[config.mk]
export PLATFORM = sky130hd
export DESIGN_NAME = midpoint_circle_span_generator
export DESIGN_NICKNAME = d
export VERILOG_FILES = /design/src/rtl/mcsg_pkg.sv /design/src/rtl/mcsg_front.sv /design/src/rtl/mcsg_queue.sv /design/src/rtl/mcsg_back.sv /design/src/rtl/midpoint_circle_span_generator.sv
export SDC_FILE = /design/constraint.sdc
export NUM_CORES = 1
export LEC_CHECK = 0
export BUFFER_PORTS_ARGS = -buffer_cell sky130_fd_sc_hd__buf_2
export CORE_MARGIN = 2
export CORE_UTILIZATION = 35
export CTS_CLUSTER_DIAMETER = 200
export CTS_CLUSTER_SIZE = 28
export DETAILED_ROUTE_END_ITERATION = 8
export GPL_TIMING_DRIVEN = 0
export PLACE_DENSITY = 0.62
export SLEW_MARGIN = 20
export SYNTH_ARGS = -nofsm -noshare
export SYNTH_HDL_FRONTEND = slang
export SYNTH_HIERARCHICAL = 1
export SYNTH_SLANG_ARGS = --single-unit
[constraint.sdc]
create_clock -name clk -period 13.28 [get_ports clk]
set_input_delay 1.328 -clock clk [delete_from_list [all_inputs] [get_ports clk]]
set_output_delay 1.328 -clock clk [all_outputs]
set_load 0.03 [all_outputs]
[src/rtl/mcsg_pkg.sv]
// ----------------------------------------------------------------------------
// mcsg_pkg
// Shared widths, command codes and the step descriptor type of the midpoint
// circle span generator.
// ----------------------------------------------------------------------------
package mcsg_pkg;

	localparam int COORD_BITS  = 16;
	localparam int RADIUS_BITS = 14;
	localparam int OUT_BITS    = COORD_BITS + 1;
	localparam int MAJ_BITS    = RADIUS_BITS + 1;
	localparam int ERR_BITS    = RADIUS_BITS + 3;
	localparam int IDX_BITS    = 3;
	localparam int QUEUE_DEPTH = 2;
	localparam int QPTR_BITS   = $clog2(QUEUE_DEPTH);
	localparam int QCNT_BITS   = $clog2(QUEUE_DEPTH + 1);

	localparam logic CMD_START = 1'b0;
	localparam logic CMD_STEP  = 1'b1;

	localparam logic [IDX_BITS-1:0] LAST_IDX_FILL    = IDX_BITS'(3);
	localparam logic [IDX_BITS-1:0] LAST_IDX_OUTLINE = IDX_BITS'(7);

	// One octant step to be expanded into points or spans
	typedef struct packed {
		logic signed [COORD_BITS-1:0] cx;
		logic signed [COORD_BITS-1:0] cy;
		logic [MAJ_BITS-1:0]          major;
		logic [MAJ_BITS-1:0]          minor;
		logic                         fill;
		logic                         done;
	} step_t;

endpackage

[src/rtl/mcsg_front.sv]
// ----------------------------------------------------------------------------
// mcsg_front
// Accepts commands, holds the running circle state and turns every command
// that produces output into a step descriptor for the queue.
// ----------------------------------------------------------------------------
module mcsg_front (
	input  logic                                   clk,
	input  logic                                   arst_n,
	input  logic                                   in_valid,
	output logic                                   in_ready,
	input  logic                                   command,
	input  logic signed [mcsg_pkg::COORD_BITS-1:0] center_x,
	input  logic signed [mcsg_pkg::COORD_BITS-1:0] center_y,
	input  logic [mcsg_pkg::RADIUS_BITS-1:0]       radius,
	input  logic                                   fill_mode,
	input  logic                                   q_full,
	output logic                                   q_push,
	output mcsg_pkg::step_t                        q_data
);

	logic signed [mcsg_pkg::COORD_BITS-1:0] cx_q, cy_q;
	logic [mcsg_pkg::MAJ_BITS-1:0]          maj_q, min_q;
	logic signed [mcsg_pkg::ERR_BITS-1:0]   err_q;
	logic                                   fill_q, busy_q;

	logic                                   start;
	logic signed [mcsg_pkg::COORD_BITS-1:0] cx_c, cy_c;
	logic                                   fill_c;
	logic [mcsg_pkg::MAJ_BITS-1:0]          a0, b0, a1, b1, a_nxt;
	logic signed [mcsg_pkg::ERR_BITS-1:0]   e0, e1, e2, e_nxt;
	logic                                   neg, done;

	assign in_ready = !q_full;
	assign start    = (command == mcsg_pkg::CMD_START);
	assign q_push   = in_valid && in_ready && (start || busy_q);

	always_comb begin
		cx_c   = start ? center_x : cx_q;
		cy_c   = start ? center_y : cy_q;
		fill_c = start ? fill_mode : fill_q;
		a0     = start ? mcsg_pkg::MAJ_BITS'(radius) : maj_q;
		b0     = start ? '0 : min_q;
		e0     = start ? ($signed(mcsg_pkg::ERR_BITS'(radius)) - mcsg_pkg::ERR_BITS'(1)) : err_q;
		// error -= 2*(dy+1) - 1
		e1     = e0 - $signed(mcsg_pkg::ERR_BITS'({b0, 1'b1}));
		neg    = e1[mcsg_pkg::ERR_BITS-1];
		b1     = b0 + mcsg_pkg::MAJ_BITS'(1);
		a1     = a0 - mcsg_pkg::MAJ_BITS'(1);
		e2     = e1 + $signed(mcsg_pkg::ERR_BITS'({a1, 1'b0}));
		a_nxt  = neg ? a1 : a0;
		e_nxt  = neg ? e2 : e1;
		// dx stepping below zero only happens on a zero radius, which finishes at once
		done   = (b1 > a_nxt) || (neg && (a0 == '0));
	end

	always_comb begin
		q_data.cx    = cx_c;
		q_data.cy    = cy_c;
		q_data.major = a0;
		q_data.minor = b0;
		q_data.fill  = fill_c;
		q_data.done  = done;
	end

	always_ff @(posedge clk or negedge arst_n) begin
		if (!arst_n) begin
			cx_q   <= '0;
			cy_q   <= '0;
			maj_q  <= '0;
			min_q  <= '0;
			err_q  <= '0;
			fill_q <= 1'b0;
			busy_q <= 1'b0;
		end else if (q_push) begin
			cx_q   <= cx_c;
			cy_q   <= cy_c;
			maj_q  <= a_nxt;
			min_q  <= b1;
			err_q  <= e_nxt;
			fill_q <= fill_c;
			busy_q <= !done;
		end
	end

endmodule

[src/rtl/mcsg_queue.sv]
// ----------------------------------------------------------------------------
// mcsg_queue
// Short first-in first-out buffer of step descriptors between the command
// front end and the span emitter.
// ----------------------------------------------------------------------------
module mcsg_queue (
	input  logic            clk,
	input  logic            arst_n,
	input  logic            push,
	input  mcsg_pkg::step_t push_data,
	input  logic            pop,
	output logic            full,
	output logic            empty,
	output mcsg_pkg::step_t head
);

	mcsg_pkg::step_t                    entry_q [mcsg_pkg::QUEUE_DEPTH];
	logic [mcsg_pkg::QPTR_BITS-1:0]     wr_ptr_q, rd_ptr_q;
	logic [mcsg_pkg::QCNT_BITS-1:0]     count_q;

	assign full  = (count_q == mcsg_pkg::QCNT_BITS'(mcsg_pkg::QUEUE_DEPTH));
	assign empty = (count_q == '0);
	assign head  = entry_q[rd_ptr_q];

	always_ff @(posedge clk) begin
		if (push) begin
			entry_q[wr_ptr_q] <= push_data;
		end
	end

	always_ff @(posedge clk or negedge arst_n) begin
		if (!arst_n) begin
			wr_ptr_q <= '0;
			rd_ptr_q <= '0;
			count_q  <= '0;
		end else begin
			if (push) begin
				wr_ptr_q <= (wr_ptr_q == mcsg_pkg::QPTR_BITS'(mcsg_pkg::QUEUE_DEPTH - 1)) ?
					'0 : wr_ptr_q + mcsg_pkg::QPTR_BITS'(1);
			end
			if (pop) begin
				rd_ptr_q <= (rd_ptr_q == mcsg_pkg::QPTR_BITS'(mcsg_pkg::QUEUE_DEPTH - 1)) ?
					'0 : rd_ptr_q + mcsg_pkg::QPTR_BITS'(1);
			end
			if (push && !pop) begin
				count_q <= count_q + mcsg_pkg::QCNT_BITS'(1);
			end else if (pop && !push) begin
				count_q <= count_q - mcsg_pkg::QCNT_BITS'(1);
			end
		end
	end

endmodule

[src/rtl/mcsg_back.sv]
// ----------------------------------------------------------------------------
// mcsg_back
// Expands the step descriptor at the queue head into eight points or four
// spans, one per cycle while the output is accepted, into a registered output stage.
// ----------------------------------------------------------------------------
module mcsg_back (
	input  logic                                  clk,
	input  logic                                  arst_n,
	input  logic                                  q_empty,
	input  mcsg_pkg::step_t                       q_head,
	output logic                                  q_pop,
	output logic                                  out_valid,
	input  logic                                  out_ready,
	output logic signed [mcsg_pkg::OUT_BITS-1:0]  x_from,
	output logic signed [mcsg_pkg::OUT_BITS-1:0]  x_to,
	output logic signed [mcsg_pkg::OUT_BITS-1:0]  y_pos,
	output logic                                  last_of_run,
	output logic                                  circle_done
);

	logic [mcsg_pkg::IDX_BITS-1:0]        idx_q;
	logic                                 valid_q;
	logic signed [mcsg_pkg::OUT_BITS-1:0] xf_q, xt_q, y_q;
	logic                                 last_q, done_q;

	logic                                 load, last_c;
	logic signed [mcsg_pkg::OUT_BITS-1:0] cx, cy, a, b;
	logic signed [mcsg_pkg::OUT_BITS-1:0] xpa, xma, xpb, xmb, ypa, yma, ypb, ymb;
	logic signed [mcsg_pkg::OUT_BITS-1:0] xf_c, xt_c, y_c;

	assign load  = !q_empty && (!valid_q || out_ready);
	assign q_pop = load && last_c;

	always_comb begin
		cx  = mcsg_pkg::OUT_BITS'(q_head.cx);
		cy  = mcsg_pkg::OUT_BITS'(q_head.cy);
		a   = $signed(mcsg_pkg::OUT_BITS'(q_head.major));
		b   = $signed(mcsg_pkg::OUT_BITS'(q_head.minor));
		xpa = cx + a;
		xma = cx - a;
		xpb = cx + b;
		xmb = cx - b;
		ypa = cy + a;
		yma = cy - a;
		ypb = cy + b;
		ymb = cy - b;
		last_c = q_head.fill ? (idx_q == mcsg_pkg::LAST_IDX_FILL)
		                     : (idx_q == mcsg_pkg::LAST_IDX_OUTLINE);
	end

	always_comb begin
		xf_c = xpa;
		xt_c = xpa;
		y_c  = ypb;
		if (q_head.fill) begin
			case (idx_q)
				3'd0: begin xf_c = xpa; xt_c = xma; y_c = ypb; end
				3'd1: begin xf_c = xpb; xt_c = xmb; y_c = ypa; end
				3'd2: begin xf_c = xma; xt_c = xpa; y_c = ymb; end
				3'd3: begin xf_c = xmb; xt_c = xpb; y_c = yma; end
				default: begin xf_c = xpa; xt_c = xma; y_c = ypb; end
			endcase
		end else begin
			case (idx_q)
				3'd0: begin xf_c = xpa; y_c = ypb; end
				3'd1: begin xf_c = xma; y_c = ypb; end
				3'd2: begin xf_c = xpb; y_c = ypa; end
				3'd3: begin xf_c = xmb; y_c = ypa; end
				3'd4: begin xf_c = xma; y_c = ymb; end
				3'd5: begin xf_c = xpa; y_c = ymb; end
				3'd6: begin xf_c = xmb; y_c = yma; end
				3'd7: begin xf_c = xpb; y_c = yma; end
				default: begin xf_c = xpa; y_c = ypb; end
			endcase
			xt_c = xf_c;
		end
	end

	always_ff @(posedge clk) begin
		if (load) begin
			xf_q   <= xf_c;
			xt_q   <= xt_c;
			y_q    <= y_c;
			last_q <= last_c;
			done_q <= last_c && q_head.done;
		end
	end

	always_ff @(posedge clk or negedge arst_n) begin
		if (!arst_n) begin
			valid_q <= 1'b0;
			idx_q   <= '0;
		end else begin
			if (load) begin
				valid_q <= 1'b1;
				idx_q   <= last_c ? '0 : idx_q + mcsg_pkg::IDX_BITS'(1);
			end else if (out_ready) begin
				// drop the item once its transfer completes
				valid_q <= 1'b0;
			end
		end
	end

	assign out_valid   = valid_q;
	assign x_from      = xf_q;
	assign x_to        = xt_q;
	assign y_pos       = y_q;
	assign last_of_run = last_q;
	assign circle_done = done_q;

endmodule

[src/rtl/midpoint_circle_span_generator.sv]
// ----------------------------------------------------------------------------
// midpoint_circle_span_generator
// Incremental midpoint circle rasterizer: start and step commands produce
// eight outline points or four horizontal spans per octant step.
// ----------------------------------------------------------------------------
// A command's first result is registered in the step queue and then in the
// output register of the span emitter. One result per cycle while out_ready is
// high; a step gives eight outline points or four fill spans.
// The command front end takes one command per cycle while the two-entry step
// queue has room. Reset (arst_n low) clears the circle state and the queue.
module midpoint_circle_span_generator (
	input  logic                                   clk,
	input  logic                                   arst_n,
	input  logic                                   in_valid,
	output logic                                   in_ready,
	input  logic                                   command,
	input  logic signed [mcsg_pkg::COORD_BITS-1:0] center_x,
	input  logic signed [mcsg_pkg::COORD_BITS-1:0] center_y,
	input  logic [mcsg_pkg::RADIUS_BITS-1:0]       radius,
	input  logic                                   fill_mode,
	output logic                                   out_valid,
	input  logic                                   out_ready,
	output logic signed [mcsg_pkg::OUT_BITS-1:0]   x_from,
	output logic signed [mcsg_pkg::OUT_BITS-1:0]   x_to,
	output logic signed [mcsg_pkg::OUT_BITS-1:0]   y_pos,
	output logic                                   last_of_run,
	output logic                                   circle_done
);

	logic            q_full, q_empty, q_push, q_pop;
	mcsg_pkg::step_t q_wdata, q_head;

	mcsg_front u_front (
		.clk       (clk),
		.arst_n    (arst_n),
		.in_valid  (in_valid),
		.in_ready  (in_ready),
		.command   (command),
		.center_x  (center_x),
		.center_y  (center_y),
		.radius    (radius),
		.fill_mode (fill_mode),
		.q_full    (q_full),
		.q_push    (q_push),
		.q_data    (q_wdata)
	);

	mcsg_queue u_queue (
		.clk       (clk),
		.arst_n    (arst_n),
		.push      (q_push),
		.push_data (q_wdata),
		.pop       (q_pop),
		.full      (q_full),
		.empty     (q_empty),
		.head      (q_head)
	);

	mcsg_back u_back (
		.clk         (clk),
		.arst_n      (arst_n),
		.q_empty     (q_empty),
		.q_head      (q_head),
		.q_pop       (q_pop),
		.out_valid   (out_valid),
		.out_ready   (out_ready),
		.x_from      (x_from),
		.x_to        (x_to),
		.y_pos       (y_pos),
		.last_of_run (last_of_run),
		.circle_done (circle_done)
	);

endmodule

==> results.sh <==
export IMPL_holdBufCountCts=0
export IMPL_globalplace_congestion=0.944
export IMPL_syn_num_nets=2656
export IMPL_maxSlewHeadroom=0.147
export IMPL_drive_gt1_frac=0.142
export IMPL_hpwl_um=66500
export IMPL_routed_via_density=5.77
export IMPL_cts_setup_buffers=0
export IMPL_finalCritPeriodShare=0.615
export IMPL_synth_area_leaders="edfxtp_1 (24%), dfrtp_1 (9.9%), ha_1 (9.7%)"
export IMPL_grt_max_degree=55
export IMPL_synth_area_um2=22500
export IMPL_crit_type="input pin to register"
export IMPL_h_tree_depth=1
export IMPL_clock_sinks=270
export IMPL_syn_avg_cell_area_um2=9.31
export IMPL_clockBufferDepth=3
export IMPL_ant_nets=0
export IMPL_yosys_register_bits=270
export IMPL_start_kind="input pin"
export IMPL_endpoint_kind="register"
export IMPL_antenna_found_initial=1
export IMPL_antennaDiodeCount=0
export IMPL_synth_edf_count=181
export IMPL_synth_top_area_share=0.241
export IMPL_clk_root_buffer_cell="clkbuf_16"
export IMPL_mostFrequentLayoutCells="nand2_1 (282), edfxtp_1 (181), ha_1 (174), nor2_1 (162), a21oi_1 (160)"
export IMPL_async_flop_share=0.330
export IMPL_io_pins=107
export IMPL_syn_inst=2420
export IMPL_path_max_fanout=10
export IMPL_timing_fmax_ghz=0.122
export IMPL_place_area_um2=24300
export IMPL_cts_resized=0
export IMPL_grt_ovfl_total=0
export IMPL_r2r_start="u_front/maj_q[0]"
export IMPL_wl_per_cell_um=24.2
export IMPL_worstSkewPairLatency_ps=530
export IMPL_clk_pin_slew_ps=120
export IMPL_dr_pass1_iters=7
export IMPL_yosysTopAreaCell="edfxtp_1"
export IMPL_layout_commonest_cell="nand2_1"
export IMPL_vias=19600
export IMPL_rsz0062_at_grt="no"
export IMPL_finalHoldViolCount=0
export IMPL_grt_pass1_vias=19200
export IMPL_io_buffers=103
export IMPL_yosysUniqueCellTypes=110
export IMPL_synth_ff_type="edfxtp_1"
export IMPL_setup_viol=0
export IMPL_clock_skew_ps=19.5
export IMPL_cts_tree="done"
export IMPL_drt_initial_drc_count=1774
export IMPL_min_delay_path_class="register to register"
export IMPL_tightest_slew_ps=1250
export IMPL_period_minus_slack_ps=8170
export IMPL_crit_required_ps=13700
export IMPL_hold_path_startpoint="u_front/cy_q[10]"
export IMPL_status="complete, no violations"
export IMPL_startpoint="command"
export IMPL_layout_area_overhead_vs_synth_pct=9.26
export IMPL_grtUsageTotal=0.242
export IMPL_final_core_util=0.385
export IMPL_seq_area_frac_synth=0.340
export IMPL_wl_um=82500
export IMPL_slew_violations=0
export IMPL_coreArea_um2=64000
export IMPL_start_util=0.352
export IMPL_num_rows=93
export IMPL_fp_dieArea_um2=66400
export IMPL_synth_warnings=6
export IMPL_grt_pass1_wl_um=122000
export IMPL_maxCapViolations=0
export IMPL_die_w_um=258
export IMPL_drcViolationCount=0
export IMPL_fin_area_um2=24600
export IMPL_cp_arrival_ps=8590
export IMPL_fp_dieH_um=258
export IMPL_cts_buffers=13
export IMPL_final_nets=2779
export IMPL_final_setup_tns_ps=0
-- layer usage --
layer	wire length (um)	part of all wire	GRT usage	up-vias
met5	0	0	0	-
met1	35100	0.43	0.317	9596
met4	4150	0.050	0.109	0
met3	4940	0.060	0.0246	172
li1	-	-	-	9116
met2	38300	0.46	0.405	753
-- synth_stat cells (all sizes together) (17+ instances only) --
| cell type | number |
|---|---|
| nand2 | 285 |
| edfxtp | 181 |
| ha | 174 |
| nor2 | 164 |
| a21oi | 163 |
| inv | 136 |
| o21ai | 134 |
| xnor2 | 129 |
| mux2 | 106 |
| dfrtp | 89 |
| clkbuf | 66 |
| buf | 63 |
| nor3 | 51 |
| nand2b | 39 |
| a31oi | 37 |
| o21a | 36 |
| o22ai | 33 |
| a21o | 32 |
| nor2b | 32 |
| o221ai | 31 |
| nand3 | 30 |
| a211oi | 29 |
| a221oi | 29 |
| o211ai | 27 |
| xor2 | 25 |
| mux2i | 22 |
| a221o | 21 |
| and3 | 21 |
| a22oi | 20 |
| or3 | 17 |
-- sequential cells by signal, indices dropped and copies added, names as in the netlist --
register,flops
u_front/cx_q,16
u_front/err_q,17
u_front/cy_q,16
u_front/min_q,15
u_queue/count_q,2
u_back/x_from,17
u_front/busy_q,1
u_back/x_to,17
u_queue/entry_q,128
u_back/y_pos,17
u_queue/wr_ptr_q,1
u_front/maj_q,15
u_back/idx_q,3
u_queue/rd_ptr_q,1
u_front/fill_q,1
u_back/out_valid,1
u_back/circle_done,1
u_back/last_of_run,1
-- area by class of cell --
| type | count | area, um2 |
|---|---|---|
| fillers | 6431 | 39400 |
| multi-input cells | 1879 | 13600 |
| flip-flops and latches | 270 | 7660 |
| well taps | 855 | 1070 |
| plain buffers | 131 | 761 |
| repair buffers | 108 | 637 |
| inverters | 140 | 526 |
| clock buffers | 20 | 352 |
| clock inverters | 1 | 11.3 |
-- worst paths after layout --
path / depth (start not counted) / endpoint / slack [ps]
min in group asynchronous: 1 / u_back/idx_q[1] / 700
worst min-delay path: 2 / u_front/cy_q[10] / 480
worst max register to register: 19 / u_queue/entry_q[0][0] / 8060
worst min register to register: 2 / u_front/cy_q[10] / 480
worst max-delay path: 24 / u_front/err_q[16] / 5110
max in group asynchronous: 2 / u_front/cx_q[11] / 11880
-- critical path, stage by stage --
cell,delay (ps)
buf_6,140
buf_6,170
buf_2,270
buf_2,320
buf_2,350
buf_1,670
clkbuf_1,570
nand2_1,210
ha_1,410
and2_1,210
a22o_1,220
a311oi_1,600
nor3_1,150
a2111oi_0,580
xnor2_1,180
ha_1,370
and2_1,170
a21o_1,170
a311oi_1,490
o21ai_0,200
a21oi_1,270
nor2b_1,80
o21a_1,190
o41ai_1,240
-- logic make-up after synthesis --
| family | after synthesis | synth area share |
|---|---|---|
| buffers and inverters | 271 | 0.0571 |
| XOR/XNOR | 154 | 0.0605 |
| AND/OR/NAND/NOR | 700 | 0.145 |
| adder cells (fa/ha/maj) | 184 | 0.105 |
| flip-flops | 270 | 0.340 |
| multiplexers | 128 | 0.0719 |
| AO/OA/AOI/OAI | 713 | 0.220 |
-- metrics by stage --
step	hold slack, ps	setup WS, ps	cells
after floorplan	436	6630	2420
after global placement	451	4310	3378
after detailed placement	457	4760	3383
after CTS	485	5290	3404
after global routing	509	4920	3404
final	481	5110	3404
Power is not shown: default switching activity piles up to over one toggle a cycle in this logic, so the estimate is an artifact.
